===== src/sv/sbs_pkg.sv =====
package sbs_pkg;

  localparam int WINDOW_DEPTH_DEF = 12;
  localparam int SIG_COUNT        = 8;
  localparam int SIG_MAXLEN       = 13;
  localparam int SET1_COUNT       = 3;
  localparam int SET2_COUNT       = 5;
  localparam int SET1_IDX_W       = 2;
  localparam int SET2_IDX_W       = 3;

  // Each signature sits right-justified, so its last character is in the lowest byte.
  localparam logic [SIG_MAXLEN*8-1:0] SIG_TEXT [SIG_COUNT] = '{
    "exploit", "vulnerable", "shellcode",
    "SQL injection", "XSS", "RootKit", "malware", "CVE-2017-5638"
  };

  localparam logic [3:0] SIG_LEN [SIG_COUNT] = '{
    4'd7, 4'd10, 4'd9, 4'd13, 4'd3, 4'd7, 4'd7, 4'd13
  };

  // One byte step as seen by the scan state.
  typedef struct packed {
    logic       step;
    logic       last;
    logic [7:0] data;
  } sbs_item_t;

  // Character of signature s counted back from its end (k = 0 is the last character).
  function automatic logic [7:0] sig_tail_byte(input int s, input int k);
    return SIG_TEXT[s][8*k +: 8];
  endfunction

endpackage


===== src/sv/sbs_match.sv =====
module sbs_match #(
  parameter int WINDOW_DEPTH = sbs_pkg::WINDOW_DEPTH_DEF
) (
  input  logic [7:0]                     cur,
  input  logic [WINDOW_DEPTH*8-1:0]      window,
  output logic [sbs_pkg::SIG_COUNT-1:0]  hits
);

  // One comparator bank per signature; all run in parallel on the same window.
  always_comb begin
    for (int s = 0; s < sbs_pkg::SIG_COUNT; s++) begin
      hits[s] = 1'b1;
      if (int'(sbs_pkg::SIG_LEN[s]) - 1 > WINDOW_DEPTH) begin
        hits[s] = 1'b0;
      end
      if (cur != sbs_pkg::sig_tail_byte(s, 0)) begin
        hits[s] = 1'b0;
      end
      for (int k = 0; k < sbs_pkg::SIG_MAXLEN - 1; k++) begin
        if (k + 1 < int'(sbs_pkg::SIG_LEN[s]) && k < WINDOW_DEPTH) begin
          if (window[8*k +: 8] != sbs_pkg::sig_tail_byte(s, k + 1)) begin
            hits[s] = 1'b0;
          end
        end
      end
    end
  end

endmodule


===== src/sv/sbs_state.sv =====
module sbs_state #(
  parameter int WINDOW_DEPTH = sbs_pkg::WINDOW_DEPTH_DEF
) (
  input  logic                           clk,
  input  logic                           rst,
  input  sbs_pkg::sbs_item_t             item,
  output logic [sbs_pkg::SIG_COUNT-1:0]  seen_now
);

  logic [WINDOW_DEPTH*8-1:0]      window;
  logic [sbs_pkg::SIG_COUNT-1:0]  seen;
  logic                           terminated;
  logic [sbs_pkg::SIG_COUNT-1:0]  hits;
  logic                           scan;

  sbs_match #(.WINDOW_DEPTH(WINDOW_DEPTH)) u_match (
    .cur    (item.data),
    .window (window),
    .hits   (hits)
  );

  // A byte is scanned only before the terminator and only if it is not itself zero.
  assign scan     = !terminated && (item.data != 8'd0);
  assign seen_now = scan ? (seen | hits) : seen;

  always_ff @(posedge clk) begin
    if (rst) begin
      window     <= '0;
      seen       <= '0;
      terminated <= 1'b0;
    end else if (item.step) begin
      if (item.last) begin
        window     <= '0;
        seen       <= '0;
        terminated <= 1'b0;
      end else if (!terminated) begin
        if (item.data == 8'd0) begin
          terminated <= 1'b1;
        end else begin
          seen   <= seen | hits;
          window <= {window[WINDOW_DEPTH*8-9:0], item.data};
        end
      end
    end
  end

endmodule


===== src/sv/signature_byte_scanner.sv =====
// Signature byte scanner. Response text enters one byte per transfer on the s_ group, with
// s_tlast on the final byte. Eight case-sensitive signatures are searched: set one is
// "exploit", "vulnerable", "shellcode"; set two is "SQL injection", "XSS", "RootKit",
// "malware", "CVE-2017-5638". A zero byte stops scanning until the end of the response.
// Exactly one result transfer leaves on the m_ group per response, after its last byte; it
// reports per set whether any signature occurred and the lowest-listed one that did (index
// 0 when none did). All scan state then clears, so matches never span responses. The block
// takes one byte per cycle: a byte is held in an input register while a parallel
// comparator bank checks it against a shift window of recent bytes, and the result
// is captured in an output register when the last byte leaves the input register. A
// byte stalls only when a last byte waits behind an unconsumed result. WINDOW_DEPTH
// (12 to 16) sets the number of history bytes kept.
module signature_byte_scanner #(
  parameter int WINDOW_DEPTH = sbs_pkg::WINDOW_DEPTH_DEF
) (
  input  logic       clk,
  input  logic       rst,
  input  logic       s_tvalid,
  output logic       s_tready,
  input  logic [7:0] s_tdata,   // [7:0] byte_req
  input  logic       s_tlast,   // last byte of the response
  output logic       m_tvalid,
  input  logic       m_tready,
  output logic [7:0] m_tdata    // [0] first_set_hit, [2:1] first_set_index,
                                // [3] second_set_hit, [6:4] second_set_index, [7] zero
);

  // Input register.
  logic       item_valid;
  logic       item_last;
  logic [7:0] item_data;
  logic       advance;

  sbs_pkg::sbs_item_t            item;
  logic [sbs_pkg::SIG_COUNT-1:0] seen_now;
  logic [sbs_pkg::SET1_COUNT-1:0] set1;
  logic [sbs_pkg::SET2_COUNT-1:0] set2;
  logic [sbs_pkg::SET1_IDX_W-1:0] set1_idx;
  logic [sbs_pkg::SET2_IDX_W-1:0] set2_idx;
  logic [7:0]                     result;

  // A middle byte never produces a result, so it always moves on; a last byte needs the
  // output register to be free or being drained this cycle.
  assign advance  = item_valid && (!item_last || !m_tvalid || m_tready);
  assign s_tready = !item_valid || advance;

  always_ff @(posedge clk) begin
    if (rst) begin
      item_valid <= 1'b0;
    end else if (s_tready) begin
      item_valid <= s_tvalid;
    end
  end

  always_ff @(posedge clk) begin
    if (s_tready && s_tvalid) begin
      item_data <= s_tdata;
      item_last <= s_tlast;
    end
  end

  assign item.step = advance;
  assign item.last = item_last;
  assign item.data = item_data;

  sbs_state #(.WINDOW_DEPTH(WINDOW_DEPTH)) u_state (
    .clk      (clk),
    .rst      (rst),
    .item     (item),
    .seen_now (seen_now)
  );

  // Priority pick of the lowest listed signature in each set.
  assign set1 = seen_now[sbs_pkg::SET1_COUNT-1:0];
  assign set2 = seen_now[sbs_pkg::SIG_COUNT-1:sbs_pkg::SET1_COUNT];

  always_comb begin
    set1_idx = '0;
    for (int i = sbs_pkg::SET1_COUNT - 1; i >= 0; i--) begin
      if (set1[i]) begin
        set1_idx = sbs_pkg::SET1_IDX_W'(i);
      end
    end
    set2_idx = '0;
    for (int i = sbs_pkg::SET2_COUNT - 1; i >= 0; i--) begin
      if (set2[i]) begin
        set2_idx = sbs_pkg::SET2_IDX_W'(i);
      end
    end
  end

  assign result = {1'b0, set2_idx, |set2, set1_idx, |set1};

  // Output register.
  always_ff @(posedge clk) begin
    if (rst) begin
      m_tvalid <= 1'b0;
    end else if (advance && item_last) begin
      m_tvalid <= 1'b1;
    end else if (m_tready) begin
      m_tvalid <= 1'b0;
    end
  end

  always_ff @(posedge clk) begin
    if (advance && item_last) begin
      m_tdata <= result;
    end
  end

  // A last byte that moves on always produces a result transfer in the next cycle.
  a_last_gives_result: assert property (@(posedge clk) disable iff (rst)
    (advance && item_last) |=> m_tvalid)
    else $error("last byte did not produce a result");

  // A middle byte never stalls the input side.
  a_middle_never_stalls: assert property (@(posedge clk) disable iff (rst)
    (item_valid && !item_last) |-> s_tready)
    else $error("middle byte stalled");

  // Result indexes stay in range and the pad bit stays zero.
  a_result_range: assert property (@(posedge clk) disable iff (rst)
    m_tvalid |-> (m_tdata[7] == 1'b0 && m_tdata[2:1] != 2'd3 && m_tdata[6:4] <= 3'd4))
    else $error("result index out of range");

  // A pending result is not overwritten while it waits.
  a_no_overwrite: assert property (@(posedge clk) disable iff (rst)
    (m_tvalid && !m_tready) |-> !(advance && item_last))
    else $error("result overwritten");

endmodule

===== config.mk =====
export PLATFORM = sky130hd
export DESIGN_NAME = signature_byte_scanner
export DESIGN_NICKNAME = d
export VERILOG_FILES = /design/src/sv/sbs_pkg.sv /design/src/sv/sbs_match.sv /design/src/sv/sbs_state.sv /design/src/sv/signature_byte_scanner.sv
export SDC_FILE = /design/constraint.sdc
export NUM_CORES = 1
export LEC_CHECK = 0
export BUFFER_PORTS_ARGS = -buffer_cell sky130_fd_sc_hd__buf_2
export CORE_MARGIN = 3
export CORE_UTILIZATION = 60
export DETAILED_ROUTE_END_ITERATION = 6
export PLACE_DENSITY_LB_ADDON = 0.1
export SLEW_MARGIN = 30
export SYNTH_ARGS = -nofsm -noshare
export SYNTH_HDL_FRONTEND = slang
export SYNTH_SLANG_ARGS = --single-unit
export TNS_END_PERCENT = 30

===== constraint.sdc =====
create_clock -name clk -period 6.7 [get_ports clk]
set_input_delay 0.335 -clock clk [delete_from_list [all_inputs] [get_ports clk]]
set_output_delay 0.335 -clock clk [all_outputs]
set_load 0.05 [all_outputs]

* Word level (Yosys, flattened, before mapping)
Index checks and enable logic that the tools add are counted. Widths: inputs -> output; s select.
Operators by class: reductions and logical operators 20, bitwise logic cells 1, equal/unequal tests 62, multiplexer cells 83
Operators with widths (count):
- $ne 8x7->1 const B | 49
- $mux 96 | 3
- $ne 8x6->1 const B | 11
- $mux 1 | 72
- $mux 8 | 4
- $logic_not 8->1 | 1
- $or 8x8->8 | 1
- $reduce_bool 8->1 | 1
- $mux 2 | 3
- $reduce_or 5->1 | 1
- $logic_and 1x1->1 | 4
- $logic_not 1->1 | 4
- $ne 2x2->1 const B | 2
- $reduce_or 2->1 | 2
- $reduce_or 4->1 | 1
- $logic_or 1x1->1 | 3
- $mux 3 | 1
- $reduce_and 3->1 | 1
- $reduce_or 3->1 | 1
- $reduce_bool 2->1 | 1
Storage, ports and cells: register bits after elaboration 123, logic and storage cells 179, input port bits 13

* Logic depth before layout (Yosys ltp)
Gate-level depths: netlist (run 1).
depth after elaboration 20, mapped depth 8, mapped depth without buffers 6

* By module
A second synthesis (run 1) with hierarchy kept.
Unflattened totals: cells, all modules 539, area, all modules 5432.7 µm²
Modules (own cells, without submodules):
- sbs_state | sequential area each 2102.0 µm², cells each 378, area an instance 3856.2 µm², times used 1
- sbs_match | sequential area each 0.0 µm², cells each 120, area an instance 919.6 µm², times used 1
- signature_byte_scanner | sequential area each 520.5 µm², cells each 41, area an instance 656.9 µm², times used 1

* Worst setup path after synthesis (run 1)
Ideal clock, no wire load.
path type register to register, start point reg item_data[3], end point reg m_tdata[4], data pin, period minus slack after synthesis 2.178 ns, arrival 1.917 ns, stages on the path, launching flop included 7, setup slack 4.522 ns, path through edfxtp_1 nor4bb_1 nand4_1 or4_4 or3_1 o211ai_1 a21boi_1
Between the ends: longest elaborated chain between the ends 16, elaborated cells on any way between the ends 41, classes of those cells 4 x eq/ne; 34 x mux; 1 x bitwise; 2 x reduce/logical
Ends and longest elaborated chain:
- start: declaration | line signature_byte_scanner.sv:31 | logic [7:0] item_data;
- start signal: assignment | line signature_byte_scanner.sv:57 | item_data <= s_tdata;
- $ne 8x7->1 | line sbs_match.sv:16 | if (cur != sbs_pkg::sig_tail_byte(s, 0)) begin
- $mux 1 | line sbs_match.sv:16
- $mux 1 (12 in a row) | line sbs_match.sv:21 | if (window[8*k +: 8] != sbs_pkg::sig_tail_byte(s, k + 1)) begin
- $or 8x8->8 | line sbs_state.sv:24 | assign seen_now = scan ? (seen | hits) : seen;
- $mux 8 * | line sbs_state.sv:24
- end signal: assignment | line signature_byte_scanner.sv:107 | m_tdata <= result;
- end: declaration | line signature_byte_scanner.sv:24 | output logic [7:0] m_tdata
Mark *: on every way between the ends. The rest lies on a longest branch, timed or not. A chain may end at the register's enable or synchronous reset.

* Worst setup path in the final report (run 1)
start point reg item_data[6], end point reg u_state.window[17]
Between the ends: longest elaborated chain between the ends 3
Ends and longest elaborated chain:
- $logic_not 8->1 | line sbs_state.sv:37 | if (item.data == 8'd0) begin
- $ne 2x2->1 (no source line)
- $reduce_and 3->1 (no source line)
- end signal: assignment | line sbs_state.sv:41 | window <= {window[WINDOW_DEPTH*8-9:0], item.data};
- end: declaration | line sbs_state.sv:10 | logic [WINDOW_DEPTH*8-1:0] window;
No other way between the ends.

==> impl_metrics.env, run 1 <==
export IMPL_leakage_nw=2.03
export IMPL_num_nets_final=579
export IMPL_skew_ns=0.00930
export IMPL_totalWireLength_um=14300
export IMPL_cts_tree="yes"
export IMPL_row_count=33
export IMPL_post_cts_buffers=0
export IMPL_io_pins=23
export IMPL_p_switching_w=0.000406
export IMPL_power_frac_comb=0.033
export IMPL_sw_frac_of_total=0.242
export IMPL_die_x_um=99.0
export IMPL_timing_final_crit_period_ns=2.57
export IMPL_power_w=0.00168
export IMPL_yosysWarnings=0
export IMPL_final_seq_area_um2=2620
export IMPL_setup_violations_final=0
export IMPL_min_path_type="input pin to flop"
export IMPL_nFillCells=632
export IMPL_grt_max_degree=101
export IMPL_area_delta_synth_final_pct=15.1
export IMPL_ys_ff_latch=123
export IMPL_grt_pass1_wl_um=23300
export IMPL_fp_dieH_um=99.0
export IMPL_fmax_mhz=389
export IMPL_cts_made_buffers=17
export IMPL_slew_headroom=0.353
export IMPL_place_congestion=0.970
export IMPL_p_int_w=0.00127
export IMPL_port_buffers=21
export IMPL_final_util=0.720
export IMPL_syn_area_um2=5190
export IMPL_crit_required_ns=7.15
export IMPL_powerDensity_nw_per_um2=280
export IMPL_synth_seq_area_share=0.505
export IMPL_fp_coreArea_um2=8300
export IMPL_slew_violations=0
export IMPL_drive_gt1_frac=0.128
export IMPL_diodes=0
export IMPL_synthFlopType="dfxtp_1"
export IMPL_synth_cell_types=50
export IMPL_drtIter0Drc=561
export IMPL_cts_root_buf="clkbuf_8"
export IMPL_gr_total_overflow=0
export IMPL_multi_input_area_um2=2400
export IMPL_critPathCaptureType="flop"
export IMPL_pwr_share_clk=0.511
export IMPL_clockBufferDepth=2
export IMPL_synthCells=550
export IMPL_outcome="completed"
export IMPL_syn_nets=563
export IMPL_dp_hpwl_um=9320
export IMPL_tightest_slew_ns=0.970
export IMPL_vias=4633
export IMPL_rsz0062_at_grt="no"
export IMPL_start_util=0.626
export IMPL_track_usage=0.303
export IMPL_wire_per_inst_um=20.9
export IMPL_first_pass_iters=6
export IMPL_peakVddDrop_mv=0.224
export IMPL_crit_path_start_kind="flop"
export IMPL_die_area_um2=9800
export IMPL_synth_enable_flop_cells=16
export IMPL_finalCritPeriodShare=0.384
export IMPL_cts_htree_levels=4
export IMPL_setup_tns_final_ns=0
export IMPL_max_cap_violations=0
export IMPL_stdcell_count=684
export IMPL_path_class="flop to flop"
export IMPL_worstSkewPairLatency_ns=0.53
export IMPL_cts_resized=0
export IMPL_seqPwrFrac=0.455
export IMPL_antenna_found_initial=0
export IMPL_clk_pin_slew_ns=0.06
export IMPL_async_flop_share=0
export IMPL_drc_errors=0
export IMPL_vias_per_cell=6.77
export IMPL_ant_nets=0
export IMPL_critPathArrivalTime_ns=3.03
export IMPL_grt_pass1_vias=4308
export IMPL_placed_cells=642
export IMPL_avgSynthCellArea_um2=9.44
export IMPL_hold_viol_final=0
export IMPL_cts_hold_buf=9
export IMPL_cts_sinks=123
export IMPL_path_max_fanout=96
-- layer usage --
layer	wire, um	part of all wire	vias to the layer above	global-route usage
met5	0	0	-	0
met4	325	0.023	0	0.110
met3	1110	0.077	36	0.0722
met2	6800	0.47	223	0.472
met1	6100	0.43	2247	0.414
li1	-	-	2127	-
-- cells by family after synthesis --
| group | count (synthesis) | synth area share |
|---|---|---|
| simple gates | 259 | 0.283 |
| compound gates | 126 | 0.177 |
| flops | 123 | 0.505 |
| buf+inv | 41 | 0.0340 |
| other cells | 1 | 0.000722 |
-- worst paths after layout --
check                                from                              end  slack, ns  depth (start not counted)
max                item_data[6]$_DFFE_PP_  u_state.window[17]$_SDFFE_PP0P_       4.13                          6
min                              s_tvalid          item_valid$_SDFFE_PP0N_       0.08                          3
max reg2reg        item_data[6]$_DFFE_PP_  u_state.window[17]$_SDFFE_PP0P_       4.13                          6
min reg2reg  u_state.seen[7]$_SDFFE_PP0P_     u_state.seen[7]$_SDFFE_PP0P_       0.48                          1
-- final cells by class --
| cell class | instances | area share |
|---|---|---|
| Multi-Input combinational cell | 386 | 0.402 |
| Clock inverter | 14 | 0.0228 |
| Tap cell | 105 | 0.0220 |
| Sequential cell | 123 | 0.439 |
| Inverter | 4 | 0.00251 |
| Timing Repair Buffer | 34 | 0.0417 |
| Clock buffer | 18 | 0.0699 |
-- worst max-delay path: stages (launching register included) --
cell and delay (ns):
edfxtp_1 0.51, nor4_1 0.11, a31oi_1 0.45, and3_2 0.27
buf_4 0.71, a22oi_1 0.26, nor2_1 0.17
-- sequential cells by signal, summed over array words and instances, names as in the netlist --
signal	flops
m_tvalid	1
m_tdata	7
u_state.terminated	1
item_last	1
item_data	8
item_valid	1
u_state.window	96
u_state.seen	8
-- cells in the final DEF, fill, tap and decap left out, types with 3 or more instances in the layout --
master and instances:
nor2_1 119, and3_1 6, dfxtp_1 107, a21oi_1 10, dlygate4sd3_1 9, clkinvlp_4 3
nor4bb_1 16, inv_1 4, inv_6 5, nand2_1 10, nor2b_1 6, and4bb_2 6
and4b_1 8, clkbuf_16 16, nor4_1 13, nor3_1 5, nand4_1 14, nand3_1 18
nor4b_1 10, buf_2 21, o21ai_0 3, edfxtp_1 16, a22oi_1 96, nor3b_1 8
-- power groups by stage --
stage | Sequential (W) | Combinational, W | Clock [W]
detailed placement | 0.000778 | 0.0000483 | 0
global placement | 0.000778 | 0.0000472 | 0
floorplan | 0.000776 | 0.0000372 | 0
CTS | 0.000762 | 0.0000524 | 0.000861
global route | 0.000763 | 0.0000602 | 0.000892
finish | 0.000763 | 0.0000560 | 0.000856
-- synthesized netlist by cell type, types with 2 or more instances --
cell type,count,area (um2)
nor2b_1,6,37.5
nand3_1,18,90.1
a31oi_1,3,18.8
nand2b_1,2,12.5
nand3b_1,2,15.0
nor4bb_1,16,160
nor3_1,5,25.0
nor4_1,13,81.3
o21ai_0,3,15.0
edfxtp_1,16,480
clkbuf_1,24,90.1
and4b_1,8,80.1
or4_4,2,22.5
and3_1,7,43.8
a21oi_1,10,50.1
nand2_1,11,41.3
nor3b_1,8,60.1
and2_1,2,12.5
dfxtp_1,107,2140
nand4_1,14,87.6
buf_2,9,45.0
inv_1,4,15.0
a22oi_1,96,721
or3_1,2,12.5
and4bb_2,6,75.1
o211ai_1,2,15.0
or2_2,2,12.5
nor4b_1,10,87.6
nor2_1,119,447
buf_1,2,7.51
a32oi_1,2,17.5
-- per-stage QoR --
stage / instance area (um2) / setup WS, ns / hold WS [ns]
after floorplan: 5190 / 4.52 / 0.434
after global placement: 5290 / 4.24 / 0.452
after detailed placement: 5290 / 4.19 / 0.467
after CTS: 5940 / 4.11 / 0.0526
after global routing: 5970 / 3.89 / 0.0867
final: 5970 / 4.13 / 0.0761
Power figures use the tool's default switching activity.
==> run 2, diff against run 1 <==
--- a/config.mk
+++ b/config.mk
@@ -7,7 +7,7 @@
 export LEC_CHECK = 0
 export BUFFER_PORTS_ARGS = -buffer_cell sky130_fd_sc_hd__buf_2
 export CORE_MARGIN = 3
-export CORE_UTILIZATION = 60
+export CORE_UTILIZATION = 55
 export DETAILED_ROUTE_END_ITERATION = 6
 export PLACE_DENSITY_LB_ADDON = 0.1
 export SLEW_MARGIN = 30
==> constraint.sdc (replaced) <==
create_clock -name clk -period 2.3 [get_ports clk]
set_input_delay 0.115 -clock clk [delete_from_list [all_inputs] [get_ports clk]]
set_output_delay 0.115 -clock clk [all_outputs]
set_load 0.05 [all_outputs]
==> run 2 against run 1 <==
Compared with the run above: combinational power rose to 3.9 times the previous value; sequential power grew to 2.9 times the previous value; clock-buffer cell count is the same; final area increased by 11%; critical endpoint is now m_tdata[6]$_SDFFCE_PP0P_.
==> impl_metrics.env, run 2 (synthesized netlist as in run 1, its figures left out) <==
export IMPL_peakVddDrop_mv=0.920
export IMPL_path_max_fanout=2
export IMPL_place_congestion=0.955
export IMPL_vias=4862
export IMPL_outcome="completed"
export IMPL_cts_sinks=123
export IMPL_cts_htree_levels=4
export IMPL_cts_tree="yes"
export IMPL_port_buffers=21
export IMPL_setup_tns_final_ns=0
export IMPL_cts_made_buffers=17
export IMPL_largest_reg_flops=96
export IMPL_crit_required_ns=2.58
export IMPL_hold_path_end="item_data[5]$_DFFE_PP_"
export IMPL_totalWireLength_um=16100
export IMPL_final_util=0.743
export IMPL_min_path_cells=2
export IMPL_critPathArrivalTime_ns=2.52
export IMPL_clockBufferDepth=2
export IMPL_critPathCaptureType="flop"
export IMPL_nFillCells=673
export IMPL_hold_start="s_tdata[5]"
export IMPL_grt_pass1_wl_um=24900
export IMPL_grt_pass1_vias=4524
export IMPL_max_cap_violations=0
export IMPL_mostFrequentLayoutCells="nor2_1 (119), dfxtp_1 (107), a22oi_1 (96)"
export IMPL_whs_ns=0.306
export IMPL_place_ws_ns=-0.106
export IMPL_crit_path_start_kind="flop"
export IMPL_drc_errors=0
export IMPL_area_delta_synth_final_pct=27.8
export IMPL_num_nets_final=643
export IMPL_slew_headroom=0.640
export IMPL_hold_viol_final=0
export IMPL_grt_max_degree=97
export IMPL_slew_violations=0
export IMPL_tightest_slew_ns=0.536
export IMPL_powerDensity_nw_per_um2=768
export IMPL_final_common_cell="nor2_1"
export IMPL_path_class="flop to flop"
export IMPL_drtIter0Drc=360
export IMPL_skew_ns=0.00767
export IMPL_vias_per_cell=6.47
export IMPL_top_regs="u_state.window x96, item_data x8, u_state.seen x8"
export IMPL_timing_final_crit_period_ns=2.24
export IMPL_use_met1=0.422
export IMPL_drive_gt1_frac=0.226
export IMPL_clk_pin_slew_ns=0.06
export IMPL_placed_cells=705
export IMPL_finalCritPeriodShare=0.975
export IMPL_fp_coreArea_um2=8930
export IMPL_leakage_nw=2.42
export IMPL_wire_per_inst_um=21.4
export IMPL_stdcell_count=751
export IMPL_io_pins=23
export IMPL_dp_hpwl_um=10800
export IMPL_ant_nets=0
export IMPL_die_x_um=103
export IMPL_gr_total_overflow=0
export IMPL_row_count=34
export IMPL_grt_busiest_layer="met2"
export IMPL_fp_dieH_um=103
export IMPL_fmax_mhz=446
export IMPL_antenna_found_initial=0
export IMPL_top_register="u_state.window"
export IMPL_track_usage=0.312
export IMPL_min_path_type="input pin to flop"
export IMPL_die_area_um2=10600
export IMPL_rrSetupSlack_ns=0.06
export IMPL_first_pass_iters=6
export IMPL_grtUsageMet3=0.0886
export IMPL_start_util=0.581
export IMPL_r2r_end="m_tdata[6]$_SDFFCE_PP0P_"
export IMPL_setup_violations_final=0
export IMPL_diodes=0
export IMPL_worstSkewPairLatency_ns=0.52
export IMPL_cts_root_buf="clkbuf_8"
export IMPL_worst_slack_ns=0.0568
export IMPL_met2_usage=0.490
export IMPL_r2r_start="u_state.window[2]$_SDFFE_PP0P_"
export IMPL_ff2ff_path_depth=8
run 2: changes by cell type in the layout (fill, tap and decap cells not counted), moves of 3 or more:
cell,previous run,this run
buf_12,0,4
buf_4,2,59
dlygate4sd3_1,9,13
nor4bb_1,16,13
inv_6,5,1
run 2: metal layers:
layer | part of all wire | vias to the layer above
met5 | 0 | -
li1 | - | 2254
met3 | 0.077 | 26
met4 | 0.020 | 0
met2 | 0.48 | 224
met1 | 0.42 | 2358
run 2: report_power, final:
| group | total [W] | switching [W] | internal (W) |
|---|---|---|---|
| Combinational | 0.000218 | 0.000139 | 0.0000797 |
| Sequential | 0.00221 | 0.0000205 | 0.00219 |
| Clock | 0.00266 | 0.000983 | 0.00168 |
| Total | 0.00510 | 0.00114 | 0.00395 |
run 2: cell type report:
class / count / area (um2) / share of cell area
clock buffers: 18 / 428 / 0.0645
inverters: 4 / 15.0 / 0.00226
repair buffers: 98 / 783 / 0.118
well taps: 108 / 135 / 0.0204
flip-flops and latches: 123 / 2620 / 0.395
multi-input cells: 386 / 2480 / 0.374
clock inverters: 14 / 168 / 0.0253
run 2: worst max-delay path by stage:
| stage | start | to | slack [ns] | depth (start not counted) |
|---|---|---|---|---|
| floorplan | item_data[3]$_DFFE_PP_ | m_tdata[4]$_SDFFCE_PP0P_ | 0.12 | 6 |
| finish | u_state.window[2]$_SDFFE_PP0P_ | m_tdata[6]$_SDFFCE_PP0P_ | 0.06 | 8 |
| CTS | item_data[3]$_DFFE_PP_ | m_tdata[4]$_SDFFCE_PP0P_ | 0.005 | 6 |
| detailed placement | item_data[3]$_DFFE_PP_ | m_tdata[4]$_SDFFCE_PP0P_ | -0.11 | 6 |
| global placement | item_data[3]$_DFFE_PP_ | m_tdata[4]$_SDFFCE_PP0P_ | -0.05 | 6 |
| global route | item_data[3]$_DFFE_PP_ | m_tdata[5]$_SDFFCE_PP0P_ | -0.04 | 9 |
run 2: through the flow:
step / area (um2) / total power [W]
2_1_floorplan: 5190 / 0.00237
5_1_grt: 6640 / 0.00524
6_report: 6640 / 0.00510
3_5_place_dp: 5800 / 0.00244
3_3_place_gp: 5800 / 0.00244
4_1_cts: 6560 / 0.00512
run 2: repair_timing:
action | CTS | global route
cloned | 0 | 1
hold endpoints to repair | 16 | 0
hold buffers | 13 | 0
pin swaps | 6 | 4
gates resized for setup | 6 | 8
setup buffers | 0 | 0
endpoints found under the setup margin | 7 | 40
run 2: critical path, stage by stage (launching register included):
cell	delay, ns
dfxtp_1	0.34
buf_4	0.15
nor4b_1	0.36
buf_4	0.18
nand4_1	0.10
or4_4	0.45
o22ai_2	0.15
o31ai_1	0.10
and3_1	0.16
